### src/design/cfr_pkg.sv
`timescale 1ns / 1ps
// ----------------------------------------------------------------------------
// cfr_pkg
// Shared constants and types of the controller frame receiver.
// ----------------------------------------------------------------------------
package cfr_pkg;

  // Frame geometry: start, length, payload, checksum
  localparam int unsigned PAYLOAD_BYTES = 17;
  localparam int unsigned FRAME_BYTES   = PAYLOAD_BYTES + 3;
  localparam int unsigned FILL_W        = $clog2(FRAME_BYTES + 1);
  localparam int unsigned SUM_BYTES     = FRAME_BYTES - 1;

  localparam logic [7:0] PAYLOAD_LEN   = 8'(PAYLOAD_BYTES & 8'hFF);
  localparam logic [7:0] START_DEFAULT = 8'hAA;

  // Button positions in the button byte
  localparam int unsigned BTN_TRACKED = 5;
  localparam logic [BTN_TRACKED-1:0] BTN_CRAB_MASK = BTN_TRACKED'(1 << 0);
  localparam logic [BTN_TRACKED-1:0] BTN_TILT_MASK = BTN_TRACKED'(1 << 1);
  localparam logic [BTN_TRACKED-1:0] BTN_ALL_MASK  = BTN_TRACKED'((1 << 4) * 2 - 1);

  typedef logic [7:0] byte_t;

  typedef struct packed {
    logic [15:0]            joy1_vertical;
    logic [15:0]            joy1_horizontal;
    logic [15:0]            joy2_vertical;
    logic [15:0]            joy2_horizontal;
    logic [15:0]            knob_three;
    logic [15:0]            knob_four;
    logic [15:0]            knob_one;
    logic [15:0]            knob_two;
    logic [7:0]             button_bits;
    logic [BTN_TRACKED-1:0] button_rises;
    logic                   crab_mode;
    logic                   tilt_mode;
  } result_t;

endpackage

### src/design/cfr_byte_if.sv
`timescale 1ns / 1ps
// ----------------------------------------------------------------------------
// cfr_byte_if
// Received-byte channel: valid/ready with one serial byte.
// ----------------------------------------------------------------------------
interface cfr_byte_if;
  logic       valid;
  logic       ready;
  logic [7:0] rx_byte;

  modport source (output valid, output rx_byte, input ready);
  modport sink   (input valid, input rx_byte, output ready);
endinterface

### src/design/cfr_cfg_if.sv
`timescale 1ns / 1ps
// ----------------------------------------------------------------------------
// cfr_cfg_if
// Configuration write channel for the start marker register.
// ----------------------------------------------------------------------------
interface cfr_cfg_if;
  logic       valid;
  logic       ready;
  logic [7:0] start_marker;

  modport source (output valid, output start_marker, input ready);
  modport sink   (input valid, input start_marker, output ready);
endinterface

### src/design/cfr_result_if.sv
`timescale 1ns / 1ps
// ----------------------------------------------------------------------------
// cfr_result_if
// Decoded frame channel: valid/ready with channels, buttons and mode flags.
// ----------------------------------------------------------------------------
interface cfr_result_if;
  logic        valid;
  logic        ready;
  logic [15:0] joy1_vertical;
  logic [15:0] joy1_horizontal;
  logic [15:0] joy2_vertical;
  logic [15:0] joy2_horizontal;
  logic [15:0] knob_three;
  logic [15:0] knob_four;
  logic [15:0] knob_one;
  logic [15:0] knob_two;
  logic [7:0]  button_bits;
  logic [4:0]  button_rises;
  logic        crab_mode;
  logic        tilt_mode;

  modport source (
    output valid, input ready,
    output joy1_vertical, output joy1_horizontal, output joy2_vertical,
    output joy2_horizontal, output knob_three, output knob_four,
    output knob_one, output knob_two, output button_bits,
    output button_rises, output crab_mode, output tilt_mode
  );
  modport sink (
    input valid, output ready,
    input joy1_vertical, input joy1_horizontal, input joy2_vertical,
    input joy2_horizontal, input knob_three, input knob_four,
    input knob_one, input knob_two, input button_bits,
    input button_rises, input crab_mode, input tilt_mode
  );
endinterface

### src/design/cfr_window.sv
`timescale 1ns / 1ps
// ----------------------------------------------------------------------------
// cfr_window
// Sliding frame window with fill count and running checksum; flags a hit
// when the window after the new byte holds a complete valid frame.
// ----------------------------------------------------------------------------
module cfr_window (
  input  logic                clk_i,
  input  logic                rst_ni,
  input  logic                shift_i,
  input  cfr_pkg::byte_t      byte_i,
  input  cfr_pkg::byte_t      marker_i,
  output logic                hit_o,
  output cfr_pkg::byte_t      payload_o [cfr_pkg::PAYLOAD_BYTES]
);

  cfr_pkg::byte_t                 win_q [cfr_pkg::FRAME_BYTES];
  cfr_pkg::byte_t                 win_d [cfr_pkg::FRAME_BYTES];
  logic [cfr_pkg::FILL_W-1:0]     fill_q, fill_d;
  cfr_pkg::byte_t                 sum_q, sum_d;
  logic                           full_d;

  // Newest byte enters at the top, oldest falls out of slot 0
  always_comb begin
    for (int i = 0; i < cfr_pkg::FRAME_BYTES - 1; i++) begin
      win_d[i] = win_q[i+1];
    end
    win_d[cfr_pkg::FRAME_BYTES-1] = byte_i;
  end

  // Running sum of slots 0..FRAME_BYTES-2 follows the shift
  assign sum_d = sum_q - win_q[0] + win_q[cfr_pkg::FRAME_BYTES-1];

  // Fill saturates at a full frame
  assign full_d = (fill_q >= cfr_pkg::FILL_W'(cfr_pkg::FRAME_BYTES - 1));
  assign fill_d = full_d ? cfr_pkg::FILL_W'(cfr_pkg::FRAME_BYTES)
                         : fill_q + cfr_pkg::FILL_W'(1);

  // Frame check on the updated window
  assign hit_o = shift_i && full_d
              && (win_d[0] == marker_i)
              && (win_d[1] == cfr_pkg::PAYLOAD_LEN)
              && (sum_d == win_d[cfr_pkg::FRAME_BYTES-1]);

  always_comb begin
    for (int i = 0; i < cfr_pkg::PAYLOAD_BYTES; i++) begin
      payload_o[i] = win_d[i+2];
    end
  end

  // Window, sum and fill; a hit restarts the fill count
  always_ff @(posedge clk_i or negedge rst_ni) begin
    if (!rst_ni) begin
      fill_q <= '0;
      sum_q  <= '0;
      for (int i = 0; i < cfr_pkg::FRAME_BYTES; i++) begin
        win_q[i] <= '0;
      end
    end else if (shift_i) begin
      fill_q <= hit_o ? '0 : fill_d;
      sum_q  <= sum_d;
      for (int i = 0; i < cfr_pkg::FRAME_BYTES; i++) begin
        win_q[i] <= win_d[i];
      end
    end
  end

  // A hit always restarts the fill
  assert property (@(posedge clk_i) disable iff (!rst_ni)
    hit_o |=> (fill_q == '0))
    else $error("window fill not cleared after frame hit");

  // Fill never passes a full frame
  assert property (@(posedge clk_i) disable iff (!rst_ni)
    shift_i && (fill_q == cfr_pkg::FILL_W'(cfr_pkg::FRAME_BYTES)) && !hit_o
    |=> (fill_q == cfr_pkg::FILL_W'(cfr_pkg::FRAME_BYTES)))
    else $error("window fill left saturation without a hit");

endmodule

### src/design/cfr_decode.sv
`timescale 1ns / 1ps
// ----------------------------------------------------------------------------
// cfr_decode
// Unpacks a valid frame's payload into channels and buttons, tracks button
// edges and the two toggled mode flags.
// ----------------------------------------------------------------------------
module cfr_decode (
  input  logic             clk_i,
  input  logic             rst_ni,
  input  logic             hit_i,
  input  cfr_pkg::byte_t   payload_i [cfr_pkg::PAYLOAD_BYTES],
  output cfr_pkg::result_t result_o
);

  cfr_pkg::byte_t                      last_q;
  logic                                crab_q, crab_d;
  logic                                tilt_q, tilt_d;
  cfr_pkg::byte_t                      cur;
  logic [cfr_pkg::BTN_TRACKED-1:0]     rises;

  // Button edges and mode toggles
  assign cur    = payload_i[cfr_pkg::PAYLOAD_BYTES-1];
  assign rises  = cur[cfr_pkg::BTN_TRACKED-1:0] & ~last_q[cfr_pkg::BTN_TRACKED-1:0]
                & cfr_pkg::BTN_ALL_MASK;
  assign crab_d = crab_q ^ (|(rises & cfr_pkg::BTN_CRAB_MASK));
  assign tilt_d = tilt_q ^ (|(rises & cfr_pkg::BTN_TILT_MASK));

  // Little-endian channel pairs
  always_comb begin
    result_o.joy1_vertical   = {payload_i[1],  payload_i[0]};
    result_o.joy1_horizontal = {payload_i[3],  payload_i[2]};
    result_o.joy2_vertical   = {payload_i[5],  payload_i[4]};
    result_o.joy2_horizontal = {payload_i[7],  payload_i[6]};
    result_o.knob_three      = {payload_i[9],  payload_i[8]};
    result_o.knob_four       = {payload_i[11], payload_i[10]};
    result_o.knob_one        = {payload_i[13], payload_i[12]};
    result_o.knob_two        = {payload_i[15], payload_i[14]};
    result_o.button_bits     = cur;
    result_o.button_rises    = rises;
    result_o.crab_mode       = crab_d;
    result_o.tilt_mode       = tilt_d;
  end

  // Button history and flags move only on a valid frame
  always_ff @(posedge clk_i or negedge rst_ni) begin
    if (!rst_ni) begin
      last_q <= '0;
      crab_q <= 1'b0;
      tilt_q <= 1'b0;
    end else if (hit_i) begin
      last_q <= cur;
      crab_q <= crab_d;
      tilt_q <= tilt_d;
    end
  end

  // Mode flags hold between frames
  assert property (@(posedge clk_i) disable iff (!rst_ni)
    !hit_i |=> ($stable(crab_q) && $stable(tilt_q) && $stable(last_q)))
    else $error("button state changed without a frame");

endmodule

### src/design/controller_frame_receiver.sv
`timescale 1ns / 1ps
// ----------------------------------------------------------------------------
// controller_frame_receiver
// Frame sync and decode for a start/length/payload/sum8 controller stream.
//
// Accepts one received byte per clock and returns one decoded transaction
// for every valid frame found in the byte stream, once the frame's last
// byte has passed the input register and then the result register. The
// rate is one byte per cycle: the frame check uses a running 8-bit sum of
// the window, so each byte costs one subtract, one add and three byte
// compares. While a result waits at the output the block still takes a
// byte into its input register; it stalls only when both registers are
// full. The start marker resets to 0xAA and may be rewritten while idle.
// ----------------------------------------------------------------------------
module controller_frame_receiver (
  input  logic       clk_i,
  input  logic       rst_ni,
  cfr_cfg_if.sink    cfg_i,
  cfr_byte_if.sink   byte_i,
  cfr_result_if.source result_o
);

  logic              byte_vld_q;
  cfr_pkg::byte_t    byte_q;
  cfr_pkg::byte_t    marker_q;
  logic              out_vld_q;
  cfr_pkg::result_t  out_q;
  logic              advance;
  logic              hit;
  cfr_pkg::byte_t    payload [cfr_pkg::PAYLOAD_BYTES];
  cfr_pkg::result_t  result;

  // Configuration register, always writable
  assign cfg_i.ready = 1'b1;

  always_ff @(posedge clk_i or negedge rst_ni) begin
    if (!rst_ni) begin
      marker_q <= cfr_pkg::START_DEFAULT;
    end else if (cfg_i.valid) begin
      marker_q <= cfg_i.start_marker;
    end
  end

  // Byte stage moves on when the result register can take its outcome
  assign advance      = byte_vld_q && (!out_vld_q || result_o.ready);
  assign byte_i.ready = !byte_vld_q || advance;

  always_ff @(posedge clk_i or negedge rst_ni) begin
    if (!rst_ni) begin
      byte_vld_q <= 1'b0;
    end else if (byte_i.ready) begin
      byte_vld_q <= byte_i.valid;
    end
  end

  always_ff @(posedge clk_i) begin
    if (byte_i.valid && byte_i.ready) begin
      byte_q <= byte_i.rx_byte;
    end
  end

  cfr_window u_window (
    .clk_i     (clk_i),
    .rst_ni    (rst_ni),
    .shift_i   (advance),
    .byte_i    (byte_q),
    .marker_i  (marker_q),
    .hit_o     (hit),
    .payload_o (payload)
  );

  cfr_decode u_decode (
    .clk_i    (clk_i),
    .rst_ni   (rst_ni),
    .hit_i    (hit),
    .payload_i(payload),
    .result_o (result)
  );

  // Result register
  always_ff @(posedge clk_i or negedge rst_ni) begin
    if (!rst_ni) begin
      out_vld_q <= 1'b0;
    end else if (advance && hit) begin
      out_vld_q <= 1'b1;
    end else if (result_o.ready) begin
      out_vld_q <= 1'b0;
    end
  end

  always_ff @(posedge clk_i) begin
    if (advance && hit) begin
      out_q <= result;
    end
  end

  assign result_o.valid           = out_vld_q;
  assign result_o.joy1_vertical   = out_q.joy1_vertical;
  assign result_o.joy1_horizontal = out_q.joy1_horizontal;
  assign result_o.joy2_vertical   = out_q.joy2_vertical;
  assign result_o.joy2_horizontal = out_q.joy2_horizontal;
  assign result_o.knob_three      = out_q.knob_three;
  assign result_o.knob_four       = out_q.knob_four;
  assign result_o.knob_one        = out_q.knob_one;
  assign result_o.knob_two        = out_q.knob_two;
  assign result_o.button_bits     = out_q.button_bits;
  assign result_o.button_rises    = out_q.button_rises;
  assign result_o.crab_mode       = out_q.crab_mode;
  assign result_o.tilt_mode       = out_q.tilt_mode;

  // A frame hit is never dropped
  assert property (@(posedge clk_i) disable iff (!rst_ni)
    (advance && hit) |=> out_vld_q)
    else $error("frame hit did not load the result register");

  // Window never shifts while an unread result blocks the output
  assert property (@(posedge clk_i) disable iff (!rst_ni)
    (out_vld_q && !result_o.ready) |-> !advance)
    else $error("byte processed while result stalled");

  // A held byte stays put until processed
  assert property (@(posedge clk_i) disable iff (!rst_ni)
    (byte_vld_q && !advance) |=> (byte_vld_q && $stable(byte_q)))
    else $error("pending byte lost or changed");

endmodule
### src/flat_wrapper.sv
// flat-port wrapper written by rule: the top's interface ports become plain ports
module controller_frame_receiver_flat 
  (clk_i, rst_ni, cfg_i_valid, cfg_i_start_marker, cfg_i_ready, byte_i_valid, byte_i_rx_byte, byte_i_ready, result_o_valid, result_o_ready, result_o_joy1_vertical, result_o_joy1_horizontal, result_o_joy2_vertical, result_o_joy2_horizontal, result_o_knob_three, result_o_knob_four, result_o_knob_one, result_o_knob_two, result_o_button_bits, result_o_button_rises, result_o_crab_mode, result_o_tilt_mode);
  cfr_cfg_if cfg_i_i ();
  cfr_byte_if byte_i_i ();
  cfr_result_if result_o_i ();
  input  logic clk_i;
  input  logic rst_ni;
  input wire logic [$bits(cfg_i_i.valid)-1:0] cfg_i_valid;
  input wire logic [$bits(cfg_i_i.start_marker)-1:0] cfg_i_start_marker;
  output wire logic [$bits(cfg_i_i.ready)-1:0] cfg_i_ready;
  input wire logic [$bits(byte_i_i.valid)-1:0] byte_i_valid;
  input wire logic [$bits(byte_i_i.rx_byte)-1:0] byte_i_rx_byte;
  output wire logic [$bits(byte_i_i.ready)-1:0] byte_i_ready;
  output wire logic [$bits(result_o_i.valid)-1:0] result_o_valid;
  input wire logic [$bits(result_o_i.ready)-1:0] result_o_ready;
  output wire logic [$bits(result_o_i.joy1_vertical)-1:0] result_o_joy1_vertical;
  output wire logic [$bits(result_o_i.joy1_horizontal)-1:0] result_o_joy1_horizontal;
  output wire logic [$bits(result_o_i.joy2_vertical)-1:0] result_o_joy2_vertical;
  output wire logic [$bits(result_o_i.joy2_horizontal)-1:0] result_o_joy2_horizontal;
  output wire logic [$bits(result_o_i.knob_three)-1:0] result_o_knob_three;
  output wire logic [$bits(result_o_i.knob_four)-1:0] result_o_knob_four;
  output wire logic [$bits(result_o_i.knob_one)-1:0] result_o_knob_one;
  output wire logic [$bits(result_o_i.knob_two)-1:0] result_o_knob_two;
  output wire logic [$bits(result_o_i.button_bits)-1:0] result_o_button_bits;
  output wire logic [$bits(result_o_i.button_rises)-1:0] result_o_button_rises;
  output wire logic [$bits(result_o_i.crab_mode)-1:0] result_o_crab_mode;
  output wire logic [$bits(result_o_i.tilt_mode)-1:0] result_o_tilt_mode;
  assign cfg_i_i.valid = cfg_i_valid;
  assign cfg_i_i.start_marker = cfg_i_start_marker;
  assign cfg_i_ready = cfg_i_i.ready;
  assign byte_i_i.valid = byte_i_valid;
  assign byte_i_i.rx_byte = byte_i_rx_byte;
  assign byte_i_ready = byte_i_i.ready;
  assign result_o_valid = result_o_i.valid;
  assign result_o_i.ready = result_o_ready;
  assign result_o_joy1_vertical = result_o_i.joy1_vertical;
  assign result_o_joy1_horizontal = result_o_i.joy1_horizontal;
  assign result_o_joy2_vertical = result_o_i.joy2_vertical;
  assign result_o_joy2_horizontal = result_o_i.joy2_horizontal;
  assign result_o_knob_three = result_o_i.knob_three;
  assign result_o_knob_four = result_o_i.knob_four;
  assign result_o_knob_one = result_o_i.knob_one;
  assign result_o_knob_two = result_o_i.knob_two;
  assign result_o_button_bits = result_o_i.button_bits;
  assign result_o_button_rises = result_o_i.button_rises;
  assign result_o_crab_mode = result_o_i.crab_mode;
  assign result_o_tilt_mode = result_o_i.tilt_mode;
  controller_frame_receiver u_core (.clk_i(clk_i), .rst_ni(rst_ni), .cfg_i(cfg_i_i), .byte_i(byte_i_i), .result_o(result_o_i));
endmodule
### config.mk
export PLATFORM = sky130hd
export DESIGN_NAME = controller_frame_receiver_flat
export DESIGN_NICKNAME = d
export VERILOG_FILES = /design/src/design/cfr_pkg.sv /design/src/design/cfr_byte_if.sv /design/src/design/cfr_cfg_if.sv /design/src/design/cfr_result_if.sv /design/src/design/cfr_window.sv /design/src/design/cfr_decode.sv /design/src/design/controller_frame_receiver.sv /design/src/flat_wrapper.sv
export SDC_FILE = /design/constraint.sdc
export NUM_CORES = 1
export LEC_CHECK = 0
export ABC_AREA = 0
export BUFFER_PORTS_ARGS = -buffer_cell sky130_fd_sc_hd__clkbuf_2
export CORE_MARGIN = 4
export CORE_UTILIZATION = 51
export DETAILED_ROUTE_END_ITERATION = 7
export GPL_TIMING_DRIVEN = 0
export HOLD_SLACK_MARGIN = 0.15
export PLACE_DENSITY = 0.75
export SLEW_MARGIN = 0
export SYNTH_ARGS = -nofsm -noshare
export SYNTH_HDL_FRONTEND = slang
export SYNTH_SLANG_ARGS = --single-unit
### constraint.sdc
create_clock -name clk_i -period 6.8 [get_ports clk_i]
set_input_delay 1.02 -clock clk_i [delete_from_list [all_inputs] [get_ports clk_i]]
set_output_delay 1.02 -clock clk_i [all_outputs]
set_load 0.01 [all_outputs]
* Word-level counts from Yosys, hierarchy flattened
Index checks and enable logic that the tools add are counted.
** Cells by class
- Mux-type cells :: 4
- Eq/ne operators :: 3
- Bitwise gates (word level) :: 4
- Add/sub/neg operators :: 3
- Reductions and logical operators :: 12
- Order comparisons :: 1
** Operators with widths (count)
- $eq A8 B8 Y1 :: 2
- $mux W5 :: 2
- $add A8 B8 Y8 :: 1
- $eq A8 B5 Y1 const B :: 1
- $sub A8 B8 Y8 :: 1
- $logic_and A1 B1 Y1 :: 7
- $add A5 B1 Y5 const B :: 1
- $and A5 B5 Y5 :: 1
- $ge A5 B5 Y1 const B :: 1
- $not A5 Y5 :: 1
- $logic_not A1 Y1 :: 2
- $logic_or A1 B1 Y1 :: 2
- $mux W1 :: 2
- $reduce_bool A2 Y1 :: 1
- $xor A1 B1 Y1 :: 2
** Word-level totals
- Output and inout bits :: 146
- Bits in registers :: 341
- Input bits :: 21
- Logic and storage cells :: 68

* Logic depth before layout (Yosys ltp)
Gate-level depths: netlist (run 1).
- Depth in word-level cells :: 9
- Depth in mapped cells :: 12
- Mapped depth without buffers :: 12

* Hierarchy
From an unflattened synthesis (run 1), not the netlist that was laid out.
** Unflattened totals
- Cell total of the unflattened synthesis :: 1006
- Area total of the unflattened synthesis :: 14786.7 um2
** Modules (own cells, without submodules)
- cfr_window :: seq. area each 4329.2 um2, area an instance 8426.8 um2, instances 1, cells an instance 664
- controller_frame_receiver :: seq. area each 4789.6 um2, area an instance 4978.5 um2, instances 1, cells an instance 180
- cfr_decode :: seq. area each 175.2 um2, area an instance 1381.3 um2, instances 1, cells an instance 162

* Worst setup path before layout (run 1)
Ideal clock, no wire load.
- Kind :: flip-flop to flip-flop
- Start point :: reg u_core.u_window.win_q[153] (netlist name)
- End point :: reg u_core.out_q (netlist bit u_core.result_o.button_bits[0]), enable pin
- Period minus slack after synthesis :: 6.824 ns
- Path slack :: -0.024 ns
- Stages on the path, launching flop included :: 10
- Library setup time :: 0.521 ns
- Data arrival time :: 6.303 ns
- Buffers on the path :: 0
- Required time :: 6.279 ns
- Cells stage by stage :: dfrtp_1 > fa_1 > inv_1 > fa_1 > xnor2_2 > xnor2_1 > or4_1 > or4_4 > nor4_1 > and2_1
** Between the ends
- Word-level cells in the longest chain between the ends :: 5
** RTL lines
- start, declared :: line cfr_window.sv:17 : cfr_pkg::byte_t win_q [cfr_pkg::FRAME_BYTES];
- start signal, assigned by index :: line cfr_window.sv:63 : win_q[i] <= win_d[i];
- $sub A8 B8 Y8 :: line cfr_window.sv:32 : assign sum_d = sum_q - win_q[0] + win_q[cfr_pkg::FRAME_BYTES-1];
- $add A8 B8 Y8 :: line cfr_window.sv:32
- $eq A8 B8 Y1 :: line cfr_window.sv:43 : && (sum_d == win_d[cfr_pkg::FRAME_BYTES-1]);
- $logic_and A1 B1 Y1 :: line cfr_window.sv:43
- $logic_and A1 B1 Y1 :: line controller_frame_receiver.sv:92 : if (advance && hit) begin
- end signal, assigned :: line controller_frame_receiver.sv:93 : out_q <= result;
- end, declared :: line controller_frame_receiver.sv:27 : cfr_pkg::result_t out_q;
Every way passes these cells.
A chain may end at the register's enable or synchronous reset.

* Worst setup path in the final report (run 1)
- Start point :: reg u_core.u_window.win_q (netlist bit u_core.u_window.payload_o[1])
- End point :: reg u_core.out_q (netlist bit u_core.result_o.joy2_vertical[0]), enable pin
** Between the ends
- Word-level cells in the longest chain between the ends :: 4
** RTL lines
- $add A8 B8 Y8 :: line cfr_window.sv:32
- named net u_core.u_window.sum_d[1] :: line cfr_window.sv:20 : cfr_pkg::byte_t sum_q, sum_d;
- $eq A8 B8 Y1 :: line cfr_window.sv:43
- $logic_and A1 B1 Y1 :: line cfr_window.sv:43
- $logic_and A1 B1 Y1 :: line controller_frame_receiver.sv:92
The timed path passes the listed nets, and every way through them passes these cells.

==> results.md, run 1 <==
* Die width at 165 um
* Ys async rst share at 55.7%
* Routed length on met3 at 1460 um
* CP Buf/Inv Count at 3
* Crit-path max cell delay at 0.60 ns
* Post-CTS setup buffers at 0
* Crit-path slowest cell: fa_1
* Min-delay src: u_core.u_window.payload_o[6]
* Worst rel slew slack at 27.6%
* Row Count at 57
* I/O Buffers at 164
* DIE AREA at 27100 um^2
* CP required at 6.96 ns
* Area Growth Syn to Fin at 20.0%
* Layout cell share with drive strength beyond 1 at 19.3%
* Antenna diodes at 0
* M1 wire length at 10600 um
* Core area at 24200 um^2
* R2r worst-path depth at 11
* Worst endpoint data arrival time at 4.55 ns
* EDFF count, synth at 151
* Vias per inst at 4.85
* Routed len/inst at 15.5 um
* Post-Syn Area at 12500 um^2
* Resized Gates After CTS at 0
* Setup crit start: u_core.u_window.payload_o[1]
* Flops & latches, synth at 341
* Sequential area share after synthesis at 74.4%
* Total design power at 0.00539 W
* Post-synth top area cell: dfrtp_1
* WHS at 0.453 ns
* Fin crit share at 64.5%
* Post-synth top flop: dfrtp_1
* Initial antenna violation count at 0
* Root Buffer: clkbuf_16
* Clock latency on the worst-skew pair at 0.50 ns
* Unique masters post-synth at 42
* Hold path cells at 0
* Total CTS buffers at 35
* GRT Resource Usage Total at 18.2%
* Fmax at 0.228 GHz
* Static Leak at 7.12 nW
* Fin Setup TNS at 0 ns
* RSZ-0062 raised after global routing: false
* Largest delay share family, worst path: simple AND/OR/NAND/NOR gates
* # Max-Cap Violations at 0
* Top cells by area, synth: dfrtp_1 (37%), edfxtp_1 (36%), nand2_1 (14%)
* I/O pins at 167
* Endpoints failing setup at 0
* Pin count of the biggest net entering global routing at 110
* HP Class: reg2reg
* Slew @ Worst Pin at 1.07 ns
* Vias in the first global route at 7489
* DR pass1 iterations at 4
* Max Slew Vio Count at 0
* Routed met2 length at 11600 um
* Worst r2r src: u_core.u_window.payload_o[1]
* Hpwl dp at 16400 um
* Hold Fails Final Rpt at 0
* CP Depth at 11
* Share of the synthesized area in the top cell type at 37.2%
* Final Net Count at 1257
* Syn nets at 1053
* Pwr dens at 360 nW/um^2
* H-tree Lvls at 2
* Clock transition at path regs at 0.06 ns
* Mean post-synth cell area at 12.3 um^2
* CTS tree: built
* Worst-case clock buffer depth at 3
* GR Overflow Total at 0
* Crit-path cells: inv_1 > fa_1 > inv_1 > fa_1 > xnor2_1 > nand3_1 > or4_1 > or4_4 > nor4_1 > and2_4 > buf_16
* DIE HEIGHT at 165 um
* First-pass GRT wire length at 38900 um
* Peak supply drop at 0.225 mV
* WL final at 24300 um
* Initial Util at 51.7%
* Final Wtd Congestion at 0.825
* Antenna viol nets, final at 0
* Critical Path Start Type: flop
* Internal reg-to-reg setup slack at 2.42 ns
* Critical path type: reg2reg
* Status: finished clean
* Hold buffers post-CTS at 0
* Sink Count at 341
* Vias at 7609
* Final period demand of the worst path at 4.38 ns
* DRT iter0 DRCs at 529
* Warning count from the yosys run at 0
* Top layer in use: met4
* Cells after Synth at 1016
* Skew final at 0.0122 ns
* Drt drc at 0
* Critical path endpoint category: flop
* Critical Path Fanout Max at 67
[per-stage QoR]
| step | cell area, um^2 | setup WS (ns) | utilization, % | std cells |
|---|---|---|---|---|
| floorplan | 12500 | 1.56 | - | 1016 |
| global placement | 13700 | 0.712 | 56.8 | 1504 |
| detailed placement | 13800 | 2.41 | 57.1 | 1507 |
| CTS | 15000 | 2.41 | 62.0 | 1570 |
| global route | 15000 | 2.19 | 62.0 | 1570 |
| finish | 15000 | 2.42 | 62.0 | 1570 |
[registers in the layout, summed over array words and instances (netlist names), 5 cells and up]
register	count
u_core.result_o.joy1_horizontal	16
u_core.u_window.win_q	8
u_core.result_o.joy2_vertical	16
u_core.result_o.knob_four	16
u_core.result_o.button_bits	8
u_core.result_o.joy2_horizontal	16
u_core.result_o.joy1_vertical	16
u_core.u_window.sum_q	8
u_core.result_o.knob_one	16
u_core.u_window.payload_o	136
u_core.byte_q	8
u_core.u_window.fill_q	5
u_core.u_decode.last_q	5
u_core.result_o.button_rises	5
u_core.result_o.knob_two	16
u_core.marker_q	8
u_core.result_o.knob_three	16
u_core.u_window.win_d	16
[synth_stat cells (5+ instances only)]
library cell and n:
nand2_1 477, dfrtp_1 186, edfxtp_1 151, clkbuf_1 38, inv_1 26, o21ai_0 16, xnor2_1 16, xor2_1 10
ha_1 9, mux2_2 8, nor2_1 8, a21oi_1 7, fa_1 7, mux2_4 5, nand3_1 5
[metal layers]
layer / global-route usage, % / vias to the layer above
met4: 5.37 / 0
met5: 0 / -
li1: - / 3704
met1: 25.1 / 3653
met2: 29.6 / 205
met3: 3.74 / 47
[power by group]
part           internal (W)  switching [W]  leakage (nW)
clock network       0.00120       0.000739         0.577
registers           0.00238       0.000167          3.88
logic              0.000369       0.000537          2.66
total               0.00395        0.00144          7.12
[kinds of logic (layout without fill, tap and decap cells)]
| logic type | after synthesis | count (layout) | synth area share (%) |
|---|---|---|---|
| compound gates | 39 | 39 | 1.84 |
| buf+inv | 65 | 295 | 1.98 |
| other cells | 1 | 1 | 0.0300 |
| simple gates | 512 | 512 | 16.2 |
| xor+xnor | 29 | 29 | 2.27 |
| mux | 13 | 13 | 1.32 |
| flops | 341 | 341 | 74.4 |
| fa+ha+maj | 16 | 16 | 2.02 |
[cell usage in the layout (no fill, tap or decap), drive strengths merged, types with 2 or more instances in the layout]
cell / synthesis / layout
or4b: 2 / 2
nand2: 478 / 478
xnor2: 18 / 18
nand4: 3 / 3
nor2: 8 / 8
edfxtp: 151 / 151
o21ai: 20 / 20
bufinv: 0 / 5
clkinv: 0 / 9
xor2: 10 / 10
and2: 4 / 4
inv: 26 / 26
a21o: 4 / 4
nand2b: 3 / 3
buf: 1 / 4
mux2: 13 / 13
fa: 7 / 7
dfrtp: 186 / 186
clkbuf: 38 / 251
nor2b: 2 / 2
nand3: 5 / 5
dfstp: 4 / 4
o31ai: 2 / 2
ha: 9 / 9
nor4: 2 / 2
a21oi: 7 / 7
or4: 2 / 2
[final timing paths]
kind | to
hold / removal | u_core.result_o.button_bits[6]
max in group asynchronous | u_core.u_window.payload_o[3]
hold reg to reg | u_core.result_o.button_bits[6]
setup / recovery | u_core.result_o.joy2_vertical[0]
setup reg to reg | u_core.result_o.joy2_vertical[0]
min in group asynchronous | u_core.u_window.payload_o[79]
[area by class of cell]
| class | instances | area [um^2] |
|---|---|---|
| sequential | 341 | 9290 |
| fill | 1893 | 9190 |
| multi-input combinational | 610 | 2960 |
| clock buffer | 49 | 981 |
| timing repair buffer | 167 | 912 |
| tap | 324 | 405 |
| clock inverter | 14 | 193 |
| buffer | 39 | 150 |
| inverter | 26 | 97.6 |
No activity file was read; power rests on OpenSTA's default activity.
==> run 2: changes to the inputs <==
--- a/config.mk
+++ b/config.mk
@@ -5,14 +5,14 @@
 export SDC_FILE = /design/constraint.sdc
 export NUM_CORES = 1
 export LEC_CHECK = 0
-export ABC_AREA = 0
+export ABC_AREA = 1
 export BUFFER_PORTS_ARGS = -buffer_cell sky130_fd_sc_hd__clkbuf_2
 export CORE_MARGIN = 4
-export CORE_UTILIZATION = 51
+export CORE_UTILIZATION = 57
 export DETAILED_ROUTE_END_ITERATION = 7
 export GPL_TIMING_DRIVEN = 0
 export HOLD_SLACK_MARGIN = 0.15
-export PLACE_DENSITY = 0.75
+export PLACE_DENSITY = 0.79
 export SLEW_MARGIN = 0
 export SYNTH_ARGS = -nofsm -noshare
 export SYNTH_HDL_FRONTEND = slang
==> constraint.sdc (replaced) <==
create_clock -name clk_i -period 4.4 [get_ports clk_i]
set_input_delay 0.66 -clock clk_i [delete_from_list [all_inputs] [get_ports clk_i]]
set_output_delay 0.66 -clock clk_i [all_outputs]
set_load 0.01 [all_outputs]
==> run 2 against run 1 <==
Effect of this change: count of clock-buffer cells in the layout fell by 3; critical path type unchanged; sequential power rose by 55%; register-to-register slack got worse by 2.2 ns; largest cell class unchanged; non-clock buffer count stayed put; design area increased by 0.54%.
==> results.md, run 2 <==
* # Max-Cap Violations at 0 (unchanged)
* Post-synth top area cell: dfrtp_1
* Synth top cells by count: nand2_1 (506), dfrtp_1 (186), edfxtp_1 (151)
* Flops & latches, synth at 341 (unchanged)
* Area of the multi-input gates at 2900 um^2 (-2.0%)
* Worst r2r src: u_core.u_window.payload_o[1]
* Status: finished clean
* Final Net Count at 1371 (+9.1%)
* GR Overflow Total at 0 (unchanged)
* Clock latency on the worst-skew pair at 0.51 ns (about the same)
* Total design power at 0.00834 W (+55%)
* CTS tree: built
* Setup slack at placement at 0.231 ns (-2.18 ns)
* Setup crit start: u_core.u_window.payload_o[1]
* Reg area at 9290 um^2 (unchanged)
* Internal reg-to-reg setup slack at 0.22 ns (-2.19 ns)
* I/O Buffers at 165 (+0.61%)
* Row Count at 54 (-5.3%)
* CP Buf/Inv Count at 5 (+2)
* Endpoints failing setup at 0 (unchanged)
* Fmax at 0.239 GHz (+4.9%)
* Max Slew Vio Count at 0 (unchanged)
* Ys async rst share at 55.7% (unchanged)
* Worst rel slew slack at 43.3% (+16 points)
* DRT iter0 DRCs at 579 (+9.5%)
* DR pass1 iterations at 5 (+1)
* Skew final at 0.0213 ns (+0.00912 ns)
* Final Wtd Congestion at 0.909 (+10%)
* Die width at 157 um (-4.5%)
* Critical path endpoint category: flop
* Layout cell share with drive strength beyond 1 at 17.4% (-2.0 points)
* Top cells by area, synth: dfrtp_1 (37%), edfxtp_1 (36%), nand2_1 (15%)
* Sink Count at 341 (unchanged)
* Sequential area share after synthesis at 73.3% (-1.1 points)
* Initial Util at 58.1% (+6.4 points)
* Clock transition at path regs at 0.06 ns (about the same)
* Core area at 21800 um^2 (-9.7%)
* Critical Path Fanout Max at 90 (+34%)
* Routed len/inst at 17.0 um (+9.6%)
* Pin count of the biggest net entering global routing at 104 (-5.5%)
* Peak supply drop at 0.440 mV (+96%)
* Post-synth top flop: dfrtp_1
* Worst-case clock buffer depth at 3 (unchanged)
* DIE HEIGHT at 157 um (-4.5%)
* Antenna diodes at 0 (unchanged)
* Initial antenna violation count at 0 (unchanged)
* PnR worst setup slack at 0.223 ns (-2.19 ns)
* Slew @ Worst Pin at 0.851 ns (-0.221 ns)
* Cells after Synth at 1131 (+11%)
* R2r worst-path depth at 15 (+4)
* Most common cell after layout, fill and taps aside: nand2_1
* Most frequent cells in the layout: nand2_1 (506), dfrtp_1 (186), clkbuf_2 (164)
* Root Buffer: clkbuf_16
* Antenna viol nets, final at 0 (unchanged)
* Critical Path Start Type: flop
* Hold Fails Final Rpt at 0 (unchanged)
* First-pass GRT wire length at 44000 um (+13%)
* H-tree Lvls at 2 (unchanged)
* WL final at 27800 um (+14%)
* Drt drc at 0 (unchanged)
* Fillers at 1513 (-20%)
* Pwr dens at 553 nW/um^2 (+54%)
* Critical path type: reg2reg
* Final period demand of the worst path at 4.18 ns (-0.205 ns)
* Post-CTS setup buffers at 0 (unchanged)
* DIE AREA at 24700 um^2 (-8.8%)
* CP required at 4.54 ns (-2.42 ns)
* Vias per inst at 5.21 (+7.5%)
* HP Class: in2async
* Top-count cell post-synth: nand2_1
* WHS at 0.280 ns (-0.173 ns)
* RSZ-0062 raised after global routing: false
* Vias at 8542 (+12%)
* Hpwl dp at 18700 um (+14%)
* R2r endpoint: u_core.result_o.button_bits[7]
* Crit-path max cell delay at 0.57 ns (-0.03 ns)
* Total CTS buffers at 34 (-2.9%)
* Warning count from the yosys run at 0 (unchanged)
* GRT Resource Usage Total at 22.8% (+4.6 points)
* Share of the synthesized area in the top cell type at 36.7% (-0.53 points)
* Area Growth Syn to Fin at 18.9%
* Crit-path cells: inv_1 > fa_1 > inv_1 > fa_1 > inv_1 > nand2_1 > nand2_1 > nor2_1 > nand2_1 > nor2_1 > nand4_1 > nor2_1 > nand3_4 > inv_8 > buf_16
* Worst endpoint data arrival time at 4.32 ns (-0.23 ns)
* Crit-path slowest cell: fa_1
* Unique masters post-synth at 30 (-29%)
* Static Leak at 7.27 nW (+2.2%)
* Vias in the first global route at 8459 (+13%)
* Max FFs per register at 136 (unchanged)
* Mean post-synth cell area at 11.2 um^2 (-8.9%)
* Fin crit share at 94.9% (+30 points)
* Largest delay share family, worst path: simple AND/OR/NAND/NOR gates
* I/O pins at 167 (unchanged)
* EDFF count, synth at 151 (unchanged)
* Post-Syn Area at 12700 um^2 (+1.4%)
* Syn nets at 1168 (+11%)
-- run 2: cell families after synthesis --
family	after synthesis	synth area share, %
AND/OR/NAND/NOR	567	17.6
flip-flops	341	73.3
buffers and inverters	128	3.82
AO/OA/AOI/OAI	74	3.00
adder cells (fa/ha/maj)	16	1.99
XOR/XNOR	4	0.276
other	1	0.0296
-- run 2: layout make-up --
class                   count  area share, %
plain buffers              39          0.996
clock buffers              46           6.43
clock inverters            16           1.19
inverters                  89           2.27
multi-input cells         662           19.2
flip-flops and latches    341           61.7
well taps                 280           2.32
repair buffers            167           5.90
-- run 2: power by group --
| part | leakage (nW) | total, W | switching, W | internal, W |
|---|---|---|---|---|
| Combinational | 2.82 | 0.00149 | 0.000977 | 0.000511 |
| Clock | 0.568 | 0.00291 | 0.00117 | 0.00174 |
| Sequential | 3.89 | 0.00395 | 0.000265 | 0.00368 |
-- run 2: metal layers --
layer,share of wire [%],track usage (%),vias to the layer above
met5,0,0,-
met4,4.5,10.2,0
met3,6.5,3.08,82
met2,47,36.4,313
met1,42,31.8,4135
li1,-,-,4012
-- run 2: how the worst max path moves through the flow --
stage / to / slack, ns / depth (start not counted)
after CTS: u_core.result_o.button_bits[6] / 0.17 / 15
after global routing: u_core.result_o.button_bits[7] / 0.06 / 15
after detailed placement: u_core.result_o.button_bits[6] / 0.23 / 15
after global placement: u_core.u_window.payload_o[95] / -0.98 / 1
after floorplan: u_core.result_o.button_bits[0] / 0.13 / 13
final: u_core.result_o.button_bits[7] / 0.22 / 15
-- run 2: what timing repair did --
item	4_1_cts	5_1_grt
resized for setup	0	1
hold buffers	0	0
endpoints found under the setup margin	0	57
-- run 2: worst reg2reg max path, stage by stage (launching register included) --
cell and delay, ns:
dfrtp_1 0.43, inv_1 0.18, fa_1 0.52, inv_1 0.07, fa_1 0.57, inv_1 0.06
nand2_1 0.08, nand2_1 0.06, nor2_1 0.10, nand2_1 0.06, nor2_1 0.21, nand4_1 0.14
nor2_1 0.22, nand3_4 0.23, inv_8 0.38, buf_16 0.41
-- run 2: through the flow --
stage          util [%]  std cells  cell area, um^2  setup TNS, ns
2_1_floorplan         -       1131            12700              0
3_3_place_gp       63.5       1576            13900        -319.09
3_5_place_dp       63.8       1578            13900              0
4_1_cts            69.0       1640            15100              0
5_1_grt            69.1       1640            15100              0
6_report           69.1       1640            15100              0
